<file path="src/hdl/clpg_pkg.sv">
// Shared types and constants of the clipped line pixel generator.
`timescale 1ns / 1ps
package clpg_pkg;

   // Field widths that do not vary.
   localparam int PITCH_BITS = 14;
   localparam int ADDR_BITS  = 32;
   localparam int COLOR_BITS = 32;
   localparam int CSR_BITS   = 32;
   localparam int CSR_INDEX_BITS = 2;

   // Register indexes.
   localparam logic [CSR_INDEX_BITS-1:0] CSR_FRAME_WIDTH  = 2'd0;
   localparam logic [CSR_INDEX_BITS-1:0] CSR_FRAME_HEIGHT = 2'd1;
   localparam logic [CSR_INDEX_BITS-1:0] CSR_ROW_PITCH    = 2'd2;
   localparam logic [CSR_INDEX_BITS-1:0] CSR_FRAME_BASE   = 2'd3;

   // Outcode bits.
   localparam logic [3:0] OC_LEFT   = 4'b0001;
   localparam logic [3:0] OC_RIGHT  = 4'b0010;
   localparam logic [3:0] OC_TOP    = 4'b0100;
   localparam logic [3:0] OC_BOTTOM = 4'b1000;

   // Clip phases, in the order they are applied.
   localparam int PHASE_BITS = 3;
   localparam logic [PHASE_BITS-1:0] PH_LEFT   = 3'd0;
   localparam logic [PHASE_BITS-1:0] PH_RIGHT  = 3'd1;
   localparam logic [PHASE_BITS-1:0] PH_YREJ   = 3'd2;
   localparam logic [PHASE_BITS-1:0] PH_TOP    = 3'd3;
   localparam logic [PHASE_BITS-1:0] PH_BOTTOM = 3'd4;

   // Pixels emitted per accepted transfer before the line is parked.
   localparam int BURST_LEN  = 64;
   localparam int BURST_BITS = $clog2(BURST_LEN);

   typedef struct packed {
      logic                  load_item;
      logic [PHASE_BITS-1:0] phase;
      logic                  mul_load;
      logic                  div_start;
      logic                  clip_write;
      logic                  bres_setup;
      logic                  pix_load;
      logic                  resume;
   } clpg_cmd_type;

   typedef struct packed {
      logic empty_window;
      logic accept_all;
      logic reject;
      logic phase_active;
      logic y_reject;
      logic div_done;
      logic drawing;
      logic last_pixel;
      logic out_free;
   } clpg_status_type;

endpackage

</file>
<file path="src/hdl/clipped_line_pixel_generator.sv">
// Top level of the clipped line pixel generator.
`timescale 1ns / 1ps
//
//  Channel | Direction | Handshake          | Carries
//  req_    | in        | req_valid/stall    | two signed endpoints and a colour
//  rsp_    | out       | rsp_valid/stall    | pixel x, y, address, colour, last
//  csr_    | in        | csr_write          | frame width, height, pitch, base
//
//  A line that needs no clipping goes from its transfer through the check and
//  setup states to emission. A clipped line walks the five clip phases in
//  order unless the y reject phase drops it; each active phase adds a clip
//  division (CW is the internal coordinate width, 18 at the defaults), and up
//  to four divisions run one after another on the shared restoring divider.
//  Pixels then leave at one per cycle while rsp_stall is low.
//  Reset is synchronous and active high; it returns the block to idle and the
//  registers to 640 x 480, pitch 2560, base 0. req_stall is high whenever the
//  controller is not idle, so it is low while a line is parked; at most 64
//  pixels follow one transfer, and a transfer taken while a line is still
//  parked is dropped and releases the next 64 pixels of that line.
//
module clipped_line_pixel_generator #(
   parameter int COORD_BITS = 16,
   parameter int DIM_BITS   = 12
) (
   input  logic                                clock,
   input  logic                                reset,
   input  logic                                req_valid,
   output logic                                req_stall,
   input  logic signed [COORD_BITS-1:0]        req_start_x,
   input  logic signed [COORD_BITS-1:0]        req_start_y,
   input  logic signed [COORD_BITS-1:0]        req_end_x,
   input  logic signed [COORD_BITS-1:0]        req_end_y,
   input  logic [clpg_pkg::COLOR_BITS-1:0]     req_line_color,
   output logic                                rsp_valid,
   input  logic                                rsp_stall,
   output logic [DIM_BITS-1:0]                 rsp_pixel_x,
   output logic [DIM_BITS-1:0]                 rsp_pixel_y,
   output logic [clpg_pkg::ADDR_BITS-1:0]      rsp_pixel_address,
   output logic [clpg_pkg::COLOR_BITS-1:0]     rsp_pixel_value,
   output logic                                rsp_last_pixel,
   input  logic                                csr_write,
   input  logic [clpg_pkg::CSR_INDEX_BITS-1:0] csr_index,
   input  logic [clpg_pkg::CSR_BITS-1:0]       csr_data
);

   clpg_pkg::clpg_cmd_type    cmd;
   clpg_pkg::clpg_status_type status;

   // Sequencer: decides what the datapath does each cycle
   clpg_ctrl u_ctrl (
      .clock     (clock),
      .reset     (reset),
      .req_valid (req_valid),
      .req_stall (req_stall),
      .cmd       (cmd),
      .status    (status)
   );

   // Arithmetic, registers and the output stage
   clpg_datapath #(
      .COORD_BITS (COORD_BITS),
      .DIM_BITS   (DIM_BITS)
   ) u_datapath (
      .clock             (clock),
      .reset             (reset),
      .cmd               (cmd),
      .status            (status),
      .csr_write         (csr_write),
      .csr_index         (csr_index),
      .csr_data          (csr_data),
      .req_start_x       (req_start_x),
      .req_start_y       (req_start_y),
      .req_end_x         (req_end_x),
      .req_end_y         (req_end_y),
      .req_line_color    (req_line_color),
      .rsp_valid         (rsp_valid),
      .rsp_stall         (rsp_stall),
      .rsp_pixel_x       (rsp_pixel_x),
      .rsp_pixel_y       (rsp_pixel_y),
      .rsp_pixel_address (rsp_pixel_address),
      .rsp_pixel_value   (rsp_pixel_value),
      .rsp_last_pixel    (rsp_last_pixel)
   );

endmodule

</file>
<file path="src/hdl/clpg_divider.sv">
// Restoring divider, one quotient bit per cycle.
`timescale 1ns / 1ps
module clpg_divider #(
   parameter int NUM_BITS = 36,
   parameter int DEN_BITS = 18
) (
   input  logic                clock,
   input  logic                reset,
   input  logic                start,
   input  logic [NUM_BITS-1:0] dividend,
   input  logic [DEN_BITS-1:0] divisor,
   output logic [NUM_BITS-1:0] quotient,
   output logic [DEN_BITS-1:0] remainder,
   output logic                done
);

   localparam int CNT_BITS = $clog2(NUM_BITS + 1);

   logic [NUM_BITS-1:0] quo_ff, quo_in;
   logic [DEN_BITS-1:0] rem_ff, rem_in;
   logic [DEN_BITS-1:0] den_ff, den_in;
   logic [CNT_BITS-1:0] cnt_ff, cnt_in;
   logic                busy_ff, busy_in;
   logic                done_ff, done_in;
   logic [DEN_BITS:0]   trial;
   logic                fits;

   always_comb begin
      trial  = {rem_ff, quo_ff[NUM_BITS-1]};
      fits   = trial >= {1'b0, den_ff};
      quo_in = quo_ff;
      rem_in = rem_ff;
      den_in = den_ff;
      cnt_in = cnt_ff;
      busy_in = busy_ff;
      done_in = 1'b0;
      if (start) begin
         quo_in  = dividend;
         rem_in  = '0;
         den_in  = divisor;
         cnt_in  = CNT_BITS'(NUM_BITS);
         busy_in = 1'b1;
      end else if (busy_ff) begin
         quo_in = {quo_ff[NUM_BITS-2:0], fits};
         rem_in = fits ? DEN_BITS'(trial - {1'b0, den_ff}) : trial[DEN_BITS-1:0];
         cnt_in = cnt_ff - 1'b1;
         if (cnt_ff == CNT_BITS'(1)) begin
            busy_in = 1'b0;
            done_in = 1'b1;
         end
      end
   end

   always_ff @(posedge clock) begin
      quo_ff <= quo_in;
      rem_ff <= rem_in;
      den_ff <= den_in;
      cnt_ff <= cnt_in;
      if (reset) begin
         busy_ff <= 1'b0;
         done_ff <= 1'b0;
      end else begin
         busy_ff <= busy_in;
         done_ff <= done_in;
      end
   end

   assign quotient  = quo_ff;
   assign remainder = rem_ff;
   assign done      = done_ff;

endmodule

</file>
<file path="src/hdl/clpg_datapath.sv">
// Datapath: endpoints, clip arithmetic, Bresenham walker and output register.
`timescale 1ns / 1ps
module clpg_datapath #(
   parameter int COORD_BITS = 16,
   parameter int DIM_BITS   = 12
) (
   input  logic                                  clock,
   input  logic                                  reset,
   input  clpg_pkg::clpg_cmd_type                cmd,
   output clpg_pkg::clpg_status_type             status,
   input  logic                                  csr_write,
   input  logic [clpg_pkg::CSR_INDEX_BITS-1:0]   csr_index,
   input  logic [clpg_pkg::CSR_BITS-1:0]         csr_data,
   input  logic signed [COORD_BITS-1:0]          req_start_x,
   input  logic signed [COORD_BITS-1:0]          req_start_y,
   input  logic signed [COORD_BITS-1:0]          req_end_x,
   input  logic signed [COORD_BITS-1:0]          req_end_y,
   input  logic [clpg_pkg::COLOR_BITS-1:0]       req_line_color,
   output logic                                  rsp_valid,
   input  logic                                  rsp_stall,
   output logic [DIM_BITS-1:0]                   rsp_pixel_x,
   output logic [DIM_BITS-1:0]                   rsp_pixel_y,
   output logic [clpg_pkg::ADDR_BITS-1:0]        rsp_pixel_address,
   output logic [clpg_pkg::COLOR_BITS-1:0]       rsp_pixel_value,
   output logic                                  rsp_last_pixel
);

   localparam int CW = ((COORD_BITS > DIM_BITS + 1) ? COORD_BITS : DIM_BITS + 1) + 2;
   localparam int PW = 2 * CW;
   localparam int EW = DIM_BITS + 2;

   // Configuration registers
   logic [DIM_BITS-1:0]             width_ff, height_ff;
   logic [clpg_pkg::PITCH_BITS-1:0] pitch_ff;
   logic [clpg_pkg::ADDR_BITS-1:0]  base_ff;

   // Endpoints under clipping
   logic signed [CW-1:0] x0_ff, y0_ff, x1_ff, y1_ff;
   logic signed [CW-1:0] x0_in, y0_in, x1_in, y1_in;
   logic [clpg_pkg::COLOR_BITS-1:0] color_ff;

   // Interpolation operands
   logic signed [CW-1:0] wext, hext, tgt, c0, c1, t0, t1, ce, co, te, to_c;
   logic signed [CW-1:0] xe, ye, xo, yo, diff_a, diff_b, diff_d;
   logic [CW-1:0]        mag_a, mag_b, mag_d;
   logic                 sel_e, ax_y, pat_b, active;
   logic [3:0]           code0, code1;

   logic [PW-1:0]        prod_ff;
   logic [CW-1:0]        den_ff;
   logic signed [CW-1:0] c0_ff;
   logic                 neg_ff, dzero_ff;

   logic [PW-1:0]        quot;
   logic [CW-1:0]        rem;
   logic                 div_done;
   logic signed [CW-1:0] qs, base, res;
   logic [CW-1:0]        nrem;
   logic [CW:0]          twice_n;

   // Bresenham state
   logic [DIM_BITS-1:0]  cur_x_ff, cur_y_ff, stop_x_ff, stop_y_ff, dx_ff, dy_ff;
   logic signed [EW-1:0] err_ff;
   logic                 dxn_ff, dyn_ff, drawing_ff;
   logic [DIM_BITS-1:0]  sx0, sy0, sx1, sy1, sdx, sdy;
   logic signed [EW-1:0] e_dx, e_dy;
   logic                 step_x, step_y, last;

   // Output register
   logic                            out_valid_ff;
   logic [DIM_BITS-1:0]             out_x_ff, out_y_ff;
   logic [clpg_pkg::ADDR_BITS-1:0]  out_addr_ff;
   logic [clpg_pkg::COLOR_BITS-1:0] out_value_ff;
   logic                            out_last_ff;
   logic [clpg_pkg::ADDR_BITS-1:0]  addr_calc;

   always_ff @(posedge clock) begin
      if (reset) begin
         width_ff  <= DIM_BITS'(640);
         height_ff <= DIM_BITS'(480);
         pitch_ff  <= clpg_pkg::PITCH_BITS'(2560);
         base_ff   <= '0;
      end else if (csr_write) begin
         case (csr_index)
            clpg_pkg::CSR_FRAME_WIDTH:  width_ff  <= csr_data[DIM_BITS-1:0];
            clpg_pkg::CSR_FRAME_HEIGHT: height_ff <= csr_data[DIM_BITS-1:0];
            clpg_pkg::CSR_ROW_PITCH:    pitch_ff  <= csr_data[clpg_pkg::PITCH_BITS-1:0];
            clpg_pkg::CSR_FRAME_BASE:   base_ff   <= csr_data[clpg_pkg::ADDR_BITS-1:0];
            default: ;
         endcase
      end
   end

   assign wext = signed'({{(CW-DIM_BITS){1'b0}}, width_ff});
   assign hext = signed'({{(CW-DIM_BITS){1'b0}}, height_ff});

   // Outcodes of the loaded endpoints
   always_comb begin
      code0 = '0;
      code1 = '0;
      if (x0_ff < 0)     code0 = code0 | clpg_pkg::OC_LEFT;
      if (x0_ff >= wext) code0 = code0 | clpg_pkg::OC_RIGHT;
      if (y0_ff < 0)     code0 = code0 | clpg_pkg::OC_TOP;
      if (y0_ff >= hext) code0 = code0 | clpg_pkg::OC_BOTTOM;
      if (x1_ff < 0)     code1 = code1 | clpg_pkg::OC_LEFT;
      if (x1_ff >= wext) code1 = code1 | clpg_pkg::OC_RIGHT;
      if (y1_ff < 0)     code1 = code1 | clpg_pkg::OC_TOP;
      if (y1_ff >= hext) code1 = code1 | clpg_pkg::OC_BOTTOM;
   end

   // Pick the endpoint moved in this phase and the interpolation operands
   always_comb begin
      active = 1'b0;
      sel_e  = 1'b0;
      ax_y   = 1'b0;
      pat_b  = 1'b0;
      tgt    = '0;
      case (cmd.phase)
         clpg_pkg::PH_LEFT: begin
            active = (x0_ff < 0) || (x1_ff < 0);
            sel_e  = !(x0_ff < 0);
         end
         clpg_pkg::PH_RIGHT: begin
            active = (x0_ff >= wext) || (x1_ff >= wext);
            sel_e  = !(x0_ff >= wext);
            pat_b  = 1'b1;
            tgt    = wext - 1'b1;
         end
         clpg_pkg::PH_TOP: begin
            active = (y0_ff < 0) || (y1_ff < 0);
            sel_e  = !(y0_ff < 0);
            ax_y   = 1'b1;
         end
         clpg_pkg::PH_BOTTOM: begin
            active = (y0_ff >= hext) || (y1_ff >= hext);
            sel_e  = !(y0_ff >= hext);
            ax_y   = 1'b1;
            pat_b  = 1'b1;
            tgt    = hext - 1'b1;
         end
         default: ;
      endcase
      xe   = sel_e ? x1_ff : x0_ff;
      ye   = sel_e ? y1_ff : y0_ff;
      xo   = sel_e ? x0_ff : x1_ff;
      yo   = sel_e ? y0_ff : y1_ff;
      ce   = ax_y ? xe : ye;
      co   = ax_y ? xo : yo;
      te   = ax_y ? ye : xe;
      to_c = ax_y ? yo : xo;
      c0   = pat_b ? co : ce;
      c1   = pat_b ? ce : co;
      t0   = pat_b ? to_c : te;
      t1   = pat_b ? te : to_c;
      diff_a = tgt - t0;
      diff_b = c1 - c0;
      diff_d = t1 - t0;
      mag_a  = diff_a < 0 ? CW'(-diff_a) : CW'(diff_a);
      mag_b  = diff_b < 0 ? CW'(-diff_b) : CW'(diff_b);
      mag_d  = diff_d < 0 ? CW'(-diff_d) : CW'(diff_d);
   end

   always_ff @(posedge clock) begin
      if (cmd.mul_load) begin
         prod_ff  <= PW'(mag_a * mag_b);
         den_ff   <= mag_d;
         c0_ff    <= c0;
         neg_ff   <= (diff_a < 0) ^ (diff_b < 0) ^ (diff_d < 0);
         dzero_ff <= (diff_d == 0);
      end
   end

   clpg_divider #(
      .NUM_BITS (PW),
      .DEN_BITS (CW)
   ) u_divider (
      .clock     (clock),
      .reset     (reset),
      .start     (cmd.div_start),
      .dividend  (prod_ff),
      .divisor   (den_ff),
      .quotient  (quot),
      .remainder (rem),
      .done      (div_done)
   );

   // Round the quotient half away from zero
   always_comb begin
      qs = signed'(quot[CW-1:0]);
      if (!neg_ff) begin
         base = c0_ff + qs;
         nrem = rem;
      end else if (rem == '0) begin
         base = c0_ff - qs;
         nrem = '0;
      end else begin
         base = c0_ff - qs - 1'b1;
         nrem = den_ff - rem;
      end
      twice_n = {nrem, 1'b0};
      if (twice_n > {1'b0, den_ff}) begin
         res = base + 1'b1;
      end else if (twice_n < {1'b0, den_ff}) begin
         res = base;
      end else begin
         res = (base >= 0) ? base + 1'b1 : base;
      end
      if (dzero_ff) res = c0_ff;
   end

   always_comb begin
      x0_in = x0_ff;
      y0_in = y0_ff;
      x1_in = x1_ff;
      y1_in = y1_ff;
      if (cmd.load_item) begin
         x0_in = CW'(req_start_x);
         y0_in = CW'(req_start_y);
         x1_in = CW'(req_end_x);
         y1_in = CW'(req_end_y);
      end else if (cmd.clip_write) begin
         if (ax_y) begin
            if (sel_e) begin
               x1_in = res;
               y1_in = tgt;
            end else begin
               x0_in = res;
               y0_in = tgt;
            end
         end else begin
            if (sel_e) begin
               y1_in = res;
               x1_in = tgt;
            end else begin
               y0_in = res;
               x0_in = tgt;
            end
         end
      end
   end

   always_ff @(posedge clock) begin
      x0_ff <= x0_in;
      y0_ff <= y0_in;
      x1_ff <= x1_in;
      y1_ff <= y1_in;
      if (cmd.load_item) color_ff <= req_line_color;
   end

   // Bresenham setup and step
   always_comb begin
      sx0  = x0_ff[DIM_BITS-1:0];
      sy0  = y0_ff[DIM_BITS-1:0];
      sx1  = x1_ff[DIM_BITS-1:0];
      sy1  = y1_ff[DIM_BITS-1:0];
      sdx  = (sx1 >= sx0) ? sx1 - sx0 : sx0 - sx1;
      sdy  = (sy1 >= sy0) ? sy1 - sy0 : sy0 - sy1;
      e_dx = signed'({2'b00, dx_ff});
      e_dy = signed'({2'b00, dy_ff});
      step_x = err_ff > -e_dx;
      step_y = err_ff < e_dy;
      last   = (cur_x_ff == stop_x_ff) && (cur_y_ff == stop_y_ff);
      addr_calc = base_ff
                + clpg_pkg::ADDR_BITS'(cur_y_ff * pitch_ff)
                + clpg_pkg::ADDR_BITS'({cur_x_ff, 2'b00});
   end

   always_ff @(posedge clock) begin
      if (cmd.bres_setup) begin
         cur_x_ff  <= sx0;
         cur_y_ff  <= sy0;
         stop_x_ff <= sx1;
         stop_y_ff <= sy1;
         dx_ff     <= sdx;
         dy_ff     <= sdy;
         dxn_ff    <= !(sx0 < sx1);
         dyn_ff    <= !(sy0 < sy1);
         err_ff    <= (sdx > sdy) ? signed'(EW'(sdx >> 1)) : -signed'(EW'(sdy >> 1));
      end else if (cmd.pix_load && !last) begin
         err_ff <= err_ff - (step_x ? e_dy : EW'(0)) + (step_y ? e_dx : EW'(0));
         if (step_x) cur_x_ff <= dxn_ff ? cur_x_ff - 1'b1 : cur_x_ff + 1'b1;
         if (step_y) cur_y_ff <= dyn_ff ? cur_y_ff - 1'b1 : cur_y_ff + 1'b1;
      end
      if (cmd.pix_load) begin
         out_x_ff     <= cur_x_ff;
         out_y_ff     <= cur_y_ff;
         out_addr_ff  <= addr_calc;
         out_value_ff <= color_ff;
         out_last_ff  <= last;
      end
   end

   always_ff @(posedge clock) begin
      if (reset) begin
         drawing_ff   <= 1'b0;
         out_valid_ff <= 1'b0;
      end else begin
         if (cmd.bres_setup) begin
            drawing_ff <= 1'b1;
         end else if (cmd.pix_load && last) begin
            drawing_ff <= 1'b0;
         end
         if (cmd.pix_load) begin
            out_valid_ff <= 1'b1;
         end else if (!rsp_stall) begin
            out_valid_ff <= 1'b0;
         end
      end
   end

   always_comb begin
      status.empty_window = (width_ff == '0) || (height_ff == '0);
      status.accept_all   = (code0 | code1) == 4'b0000;
      status.reject       = (code0 & code1) != 4'b0000;
      status.phase_active = active;
      status.y_reject     = ((y0_ff < 0) && (y1_ff < 0)) ||
                            ((y0_ff >= hext) && (y1_ff >= hext));
      status.div_done     = div_done;
      status.drawing      = drawing_ff;
      status.last_pixel   = last;
      status.out_free     = !out_valid_ff || !rsp_stall;
   end

   assign rsp_valid         = out_valid_ff;
   assign rsp_pixel_x       = out_x_ff;
   assign rsp_pixel_y       = out_y_ff;
   assign rsp_pixel_address = out_addr_ff;
   assign rsp_pixel_value   = out_value_ff;
   assign rsp_last_pixel    = out_last_ff;

endmodule

</file>
<file path="src/hdl/clpg_ctrl.sv">
// Controller: sequences loading, clip phases, division and pixel emission.
`timescale 1ns / 1ps
module clpg_ctrl (
   input  logic                      clock,
   input  logic                      reset,
   input  logic                      req_valid,
   output logic                      req_stall,
   output clpg_pkg::clpg_cmd_type    cmd,
   input  clpg_pkg::clpg_status_type status
);

   localparam logic [2:0] ST_IDLE  = 3'd0;
   localparam logic [2:0] ST_CHECK = 3'd1;
   localparam logic [2:0] ST_PHASE = 3'd2;
   localparam logic [2:0] ST_MUL   = 3'd3;
   localparam logic [2:0] ST_DIV   = 3'd4;
   localparam logic [2:0] ST_WRITE = 3'd5;
   localparam logic [2:0] ST_SETUP = 3'd6;
   localparam logic [2:0] ST_EMIT  = 3'd7;

   logic [2:0]                          state_ff, state_in;
   logic [clpg_pkg::PHASE_BITS-1:0]     phase_ff, phase_in;
   logic [clpg_pkg::BURST_BITS-1:0]     cnt_ff, cnt_in;
   logic                                accept;

   assign req_stall = (state_ff != ST_IDLE);
   assign accept    = req_valid && !req_stall;

   always_comb begin
      state_in = state_ff;
      phase_in = phase_ff;
      cnt_in   = cnt_ff;
      cmd      = '0;
      cmd.phase = phase_ff;
      case (state_ff)
         ST_IDLE: begin
            if (accept) begin
               cnt_in = '0;
               if (status.drawing) begin
                  // drop the item, carry on with the parked line
                  cmd.resume = 1'b1;
                  state_in = ST_EMIT;
               end else begin
                  cmd.load_item = 1'b1;
                  state_in = ST_CHECK;
               end
            end
         end
         ST_CHECK: begin
            if (status.empty_window || status.reject) begin
               state_in = ST_IDLE;
            end else if (status.accept_all) begin
               state_in = ST_SETUP;
            end else begin
               phase_in = clpg_pkg::PH_LEFT;
               state_in = ST_PHASE;
            end
         end
         ST_PHASE: begin
            if (phase_ff == clpg_pkg::PH_YREJ) begin
               if (status.y_reject) begin
                  state_in = ST_IDLE;
               end else begin
                  phase_in = clpg_pkg::PH_TOP;
               end
            end else if (status.phase_active) begin
               cmd.mul_load = 1'b1;
               state_in = ST_MUL;
            end else if (phase_ff == clpg_pkg::PH_BOTTOM) begin
               state_in = ST_SETUP;
            end else begin
               phase_in = phase_ff + 1'b1;
            end
         end
         ST_MUL: begin
            cmd.div_start = 1'b1;
            state_in = ST_DIV;
         end
         ST_DIV: begin
            if (status.div_done) state_in = ST_WRITE;
         end
         ST_WRITE: begin
            cmd.clip_write = 1'b1;
            if (phase_ff == clpg_pkg::PH_BOTTOM) begin
               state_in = ST_SETUP;
            end else begin
               phase_in = phase_ff + 1'b1;
               state_in = ST_PHASE;
            end
         end
         ST_SETUP: begin
            cmd.bres_setup = 1'b1;
            cnt_in = '0;
            state_in = ST_EMIT;
         end
         ST_EMIT: begin
            if (status.out_free) begin
               cmd.pix_load = 1'b1;
               cnt_in = cnt_ff + 1'b1;
               if (status.last_pixel ||
                   cnt_ff == clpg_pkg::BURST_BITS'(clpg_pkg::BURST_LEN - 1)) begin
                  state_in = ST_IDLE;
               end
            end
         end
         default: state_in = ST_IDLE;
      endcase
   end

   always_ff @(posedge clock) begin
      phase_ff <= phase_in;
      cnt_ff   <= cnt_in;
      if (reset) begin
         state_ff <= ST_IDLE;
      end else begin
         state_ff <= state_in;
      end
   end

endmodule
</file>
<file path="config.mk">
export PLATFORM = sky130hd
export DESIGN_NAME = clipped_line_pixel_generator
export DESIGN_NICKNAME = d
export VERILOG_FILES = /design/src/hdl/clpg_pkg.sv /design/src/hdl/clipped_line_pixel_generator.sv /design/src/hdl/clpg_divider.sv /design/src/hdl/clpg_datapath.sv /design/src/hdl/clpg_ctrl.sv
export SDC_FILE = /design/constraint.sdc
export NUM_CORES = 2
export LEC_CHECK = 0
export ABC_CLOCK_PERIOD_IN_PS = 15300
export BUFFER_PORTS_ARGS = -buffer_cell sky130_fd_sc_hd__buf_2
export CAP_MARGIN = 0
export CORE_ASPECT_RATIO = 1.75
export CORE_UTILIZATION = 40
export DETAILED_ROUTE_END_ITERATION = 10
export PLACE_DENSITY_LB_ADDON = 0.1
export SYNTH_ARGS = -nofsm -noshare
export SYNTH_HDL_FRONTEND = slang
export SYNTH_SLANG_ARGS = --single-unit
export TNS_END_PERCENT = 20
</file>
<file path="constraint.sdc">
create_clock -name clock -period 15.3 [get_ports clock]
set_clock_uncertainty 0.05 [all_clocks]
set_input_delay 1.53 -clock clock [delete_from_list [all_inputs] [get_ports clock]]
set_output_delay 1.53 -clock clock [all_outputs]
set_load 0.1 [all_outputs]
</file>
; After elaboration in Yosys (flattened, before gate mapping)
; Index checks and enable logic that the tools add are counted.
[op_classes]
reduce_logical = 58
mux = 112
n_addsub = 32
order_cmp = 22
n_mul = 2
n_bitwise = 5
n_eq_ne = 30
[op_table]
columns = operator, count
row1 = 18-bit two-way mux, 40
row2 = 12-bit two-way mux, 12
row3 = 18-bit by 1-bit < comparator with 1-bit output (second input constant), 7
row4 = 18-bit subtractor, 7
row5 = 18-bit by 13-bit >= comparator with 1-bit output, 4
row6 = 36-bit two-way mux, 2
row7 = 3-bit two-way mux, 20
row8 = 18-bit negator, 3
row9 = 12-bit subtractor, 4
row10 = 14-bit two-way mux, 3
row11 = 18-bit by 18-bit multiplier with 36-bit output, 1
row12 = 18-bit one-hot mux with 2 select lines, 1
row13 = 32-bit by 14-bit adder with 32-bit output, 1
row14 = 32-bit by 26-bit adder with 32-bit output, 1
row15 = 32-bit logical NOT, 1
row16 = 12-bit by 14-bit multiplier with 26-bit output, 1
row17 = 12-bit by 1-bit subtractor with 13-bit output (second input constant), 2
row18 = 12-bit by 1-bit adder with 12-bit output (second input constant), 2
row19 = 12-bit == test, 2
row20 = 12-bit >= comparator, 2
row21 = 12-bit logical NOT, 2
row22 = 12-bit < comparator, 2
row23 = 3-bit one-hot mux with 8 select lines, 1
row24 = 12-bit by 1-bit subtractor with 12-bit output (second input constant), 2
row25 = other kinds (55), 138
[totals]
wordCells = 300
output_inout_bits = 91
ff_bits = 519
input_bits = 135

; Logic depth before layout (Yosys ltp)
[depth]
ltp_word = 13
mapped_depth = 54
mapped_depth_nobuf = 52

; Hierarchy
; Synthesis repeated with hierarchy kept, for this count alone.
[hier_totals]
cells_unflattened = 5953
area_unflattened_um2 = 55102.8
[by_module_without_submodules]
columns = mod, cells_per_inst, area_per_inst_um2, n_inst, seq_area_each_um2
row1 = clpg_datapath, 5495, 50101.8, 1, 12101.6
row2 = clpg_divider, 356, 4107.7, 1, 2142.1
row3 = clpg_ctrl, 102, 893.4, 1, 330.3

; Worst setup path after synthesis
; OpenSTA, ideal clock, no wires.
[synth_timing]
kind = reg2reg
start = register u_datapath.x0_ff[6]
end = register u_datapath.prod_ff[34], data pin
setup_time_ps = 257
path_buffers = 3
period_less_slack_ps = 12371
t_required_ps = 14993
path_slack_ps = 2929
arrival_time_ps = 12064
path_stages_with_launch = 48
cell_sequence = edfxtp_1 ha_1 nand4_1 or3_1 o211ai_1 a2111oi_0 or3_1 a221o_1 o2111a_2 xnor2_1 buf_2 buf_2 mux4_2 ha_1 fa_1 nor2b_1 o21ai_0 a21boi_0 [... 12 more ...] fa_1 inv_1 fa_1 inv_1 fa_1 fa_1 inv_1 fa_1 inv_1 ha_1 or3_1 a221o_1 a31o_2 a41o_1 a2111oi_0 o21bai_1 a21o_1 xor2_1
[synth_via]
elab_chain_len = 10
word_cells_on_any_way = 25
classes_between = add/sub (4) / mul (1) / order compare (4) / mux (14) / reduce/logical (2)
[synth_rtl]
columns = item, line_no
row1 = from (decl), clpg_datapath.sv:38  ; logic signed [CW-1:0] x0_ff, y0_ff, x1_ff, y1_ff;
row2 = from (signal assigned), clpg_datapath.sv:243  ; x0_ff <= x0_in;
row3 = 18-bit by 13-bit >= comparator with 1-bit output or 18-bit by 1-bit < comparator with 1-bit output (tied branches), "clpg_datapath.sv:125, clpg_datapath.sv:121"
row4 = 1-bit logical NOT (on tied branches), "clpg_datapath.sv:125, clpg_datapath.sv:121"
row5 = 1-bit one-hot mux with 4 select lines, clpg_datapath.sv:118  ; case (cmd.phase)
row6 = 18-bit two-way mux (on tied branches) (2 in series), -
row7 = 18-bit two-way mux (on tied branches), "clpg_datapath.sv:153, clpg_datapath.sv:151, clpg_datapath.sv:152"
row8 = 18-bit subtractor (on tied branches), "clpg_datapath.sv:155, clpg_datapath.sv:156"
row9 = "18-bit negator, or another cell as far along", clpg_datapath.sv:158  ; mag_a = diff_a < 0 ? CW'(-diff_a) : CW'(diff_a);
row10 = 18-bit two-way mux (on tied branches), "clpg_datapath.sv:158, clpg_datapath.sv:159"
row11 = 18-bit by 18-bit multiplier with 36-bit output (*), clpg_datapath.sv:165  ; prod_ff <= PW'(mag_a * mag_b);
row12 = to (signal assigned), clpg_datapath.sv:165
row13 = to (decl), clpg_datapath.sv:49  ; logic [PW-1:0] prod_ff;
; Mark *: on every way between the ends. The rest lies on a longest branch, timed or not.
; A chain may end at the register's enable or synchronous reset.

; Worst setup path in the final report
[layout_timing]
start = register u_datapath.x0_ff[0]
end = register u_datapath.prod_ff[34], data pin
; Same word-level chain as after synthesis.

==> results.yml <==
status:
  outcome: "finished, violations left"
  violations: "capacitance limit, slew limit"
clocking:
  cts.htree.levels: 2
  cts_hold_buf: 0
  postCtsSetupBuffers: 0
  numCtsBuffers: 56
  clockBufferDepth: 3
  cts_root_buffer: "clkbuf_16"
  cts_tree: "built"
  cts_resized: 0
  clk_pin_slew_ps: 70
  cts_sinks: 519
  clk_latency_ps: 710
placement:
  routabilityCongestion: 0.9866
  dp_hpwl_mm: 155.3
  pre_cts_ws_ps: 837.4
  portBuffers: 225
  placed_cells: 7728
timing:
  slew_headroom: -0.01324
  setup-violations-final: 0
  drv_slew: 5
  hold_viol: 0
  rsz0062_at_grt: "no"
  fmax_mhz: 69.50
  fin_setup_tns_ps: 0
  worst_slack_ps: 912.0
  max_slew.worst_pin.slew_ps: 1520
  period_share: 0.9404
  fin_crit_ps: 14390
setup_path:
  critPathMaxStageDelay_ps: 940
  required_ps: 15700
  crit_top_cell: "fa_1"
  criticalPathCategory: "reg2reg"
  endpoint_kind: "flop"
  crit_slowest_cell: "xnor2_1"
  start_kind: "flop"
  worstPathArrival_ps: 14790
  path_max_fanout: 38
synth:
  synthArstFlopShare: 0
  synth.most_common_cell: "inv_1"
  synth_seq_cells: 519
  seq_area_frac_synth: 0.2716
  syn_area_um2: 53660
  synth_top_area_cell: "edfxtp_1"
  yosys-top-cells-area: "edfxtp_1, fa_1, ha_1, inv_1, nand2_1"
  synth_area_per_cell_um2: 9.249
  ys_warn_count: 0
  synth_cell_types: 97
  synth_top_area_share: 0.2339
  syn_nets: 6892
  synth.top_cells.by_count: "inv_1, nand2_1, ha_1"
  synth-edff-count: 418
  synth_cells: 5802
  ys.flop_type: "edfxtp_1"
finish:
  nets: 7086
  area_growth_pct: 10.10
  final_cells: 7837
  regArea_um2: 14570
  multi_input_area_um2: 35240
  final_layout_size_suffix_gt1_frac: 0.09219
  fillerInstances: 13181
die:
  io_pins: 226
  die_x_um: 278.9
  start_util: 0.4032
  std_cell_rows: 177
  die_area_um2: 135700
  core_um2: 133100
  die_y_um: 486.5
routing:
  dr.pass1.iters: 8
  wl_per_cell_um: 24.58
  drt-initial-drc-count: 2439
  drc_errors: 0
  vias: 43318
  wl_mm: 192.6
  viasPerCell: 5.527
  ant_nets: 0
grt:
  grt_use_total: 0.2843
  grt_max_degree: 74
  grt-ovfl-total: 0
  grt_pass1_vias: 45043
  antenna_found_initial: 6
  grt_pass1_wl_mm: 283.6
run:
  maxCapViolCount: 1
worst_hold_path:
  hp-class: "reg2reg"
## placed cells by master (no fill, tap or decap), types with 18 or more instances in the layout
| master | count |
|---|---|
| nor3_1 | 99 |
| edfxtp_1 | 418 |
| a211oi_1 | 35 |
| nand3_1 | 69 |
| o21bai_1 | 28 |
| o31ai_1 | 27 |
| xnor2_1 | 200 |
| mux2i_1 | 95 |
| and3_1 | 25 |
| o211ai_1 | 36 |
| nor4_1 | 20 |
| and2_1 | 139 |
| nand2b_1 | 87 |
| nand4_1 | 43 |
| a21boi_0 | 18 |
| a31oi_1 | 41 |
| xor2_1 | 112 |
| o21ai_0 | 183 |
| ha_1 | 517 |
| a211o_1 | 21 |
| a21oi_1 | 305 |
| a21o_1 | 103 |
| dfxtp_1 | 101 |
| mux4_2 | 33 |
| clkbuf_16 | 57 |
| nor2b_1 | 65 |
| fa_1 | 438 |
| o22ai_1 | 29 |
| nand2_1 | 747 |
| nor2_1 | 383 |
| buf_2 | 225 |
| or3_1 | 28 |
| o21a_1 | 59 |
| buf_4 | 117 |
| inv_1 | 822 |
## flip-flops by register name (all words and copies together), names as in the netlist, 18 cells and up
| signal | count |
|---|---|
| u_datapath.prod_ff | 36 |
| u_datapath.u_divider.quotient | 36 |
| u_datapath.base_ff | 32 |
| u_datapath.color_ff | 32 |
| u_datapath.rsp_pixel_address | 32 |
| u_datapath.rsp_pixel_value | 32 |
| u_datapath.c0_ff | 18 |
| u_datapath.den_ff | 18 |
| u_datapath.u_divider.den_ff | 18 |
| u_datapath.u_divider.remainder | 18 |
| u_datapath.x0_ff | 18 |
| u_datapath.x1_ff | 18 |
| u_datapath.y0_ff | 18 |
| u_datapath.y1_ff | 18 |
## cell families (layout without fill, tap and decap cells)
family                   count (synthesis)  after routing  synth area share
AO/OA/AOI/OAI                         1026           1026            0.1240
other                                    0              5                 0
AND/OR/NAND/NOR                       1796           1796            0.1563
adder cells (fa/ha/maj)                955            955            0.2839
flip-flops                             519            519            0.2716
multiplexers                           154            154           0.03787
XOR/XNOR                               320            320           0.05265
buffers and inverters                 1032           1272           0.07370
## metal layers
layer | global-route usage | wire length [µm]
met1 | 0.2852 | 65960
met3 | 0.03630 | 8249
met4 | 0.2023 | 16090
met2 | 0.5358 | 102300
met5 | 0 | 29
## stage by stage
| step | hold slack [ps] | cell area [µm²] | util |
|---|---|---|---|
| after floorplan | 350.3 | 53660 | - |
| after global placement | 350.4 | 57150 | 0.4294 |
| after CTS | 368.4 | 59060 | 0.4437 |
| after global routing | 372.2 | 59070 | 0.4438 |
| final | 369.6 | 59080 | 0.4439 |
| after detailed placement | 355.2 | 57150 | 0.4294 |
## worst max-delay path: cells and delay by family (launching register included)
family | cells | cell delay, ps
compound gates | 17 | 3940
fa+ha+maj | 10 | 4070
simple gates | 8 | 2210
mux | 1 | 260
flops | 1 | 510
xor+xnor | 4 | 2120
buf+inv | 5 | 920
## layout make-up
type                       count  share of cell area
antenna                        5           0.0002118
clock buffer                  71             0.02571
clock inverter                33            0.006629
inverter                     826             0.05250
multi-input combinational   4251              0.5964
sequential                   519              0.2467
tap                         1790             0.03791
timing repair buffer         342             0.03393
## final timing paths
check / startpoint / end / slack, ps / cells after the start
setup reg to reg: u_datapath.x0_ff[0] / u_datapath.prod_ff[34] / 910 / 45
setup / recovery: u_datapath.x0_ff[0] / u_datapath.prod_ff[34] / 910 / 45
hold reg to reg: u_datapath.color_ff[14] / u_datapath.rsp_pixel_value[14] / 370 / 0
hold / removal: u_datapath.color_ff[14] / u_datapath.rsp_pixel_value[14] / 370 / 0
Power is left out: the tool's default activity adds up to more than one toggle a clock period on the data nets, which glitch-free logic cannot reach.
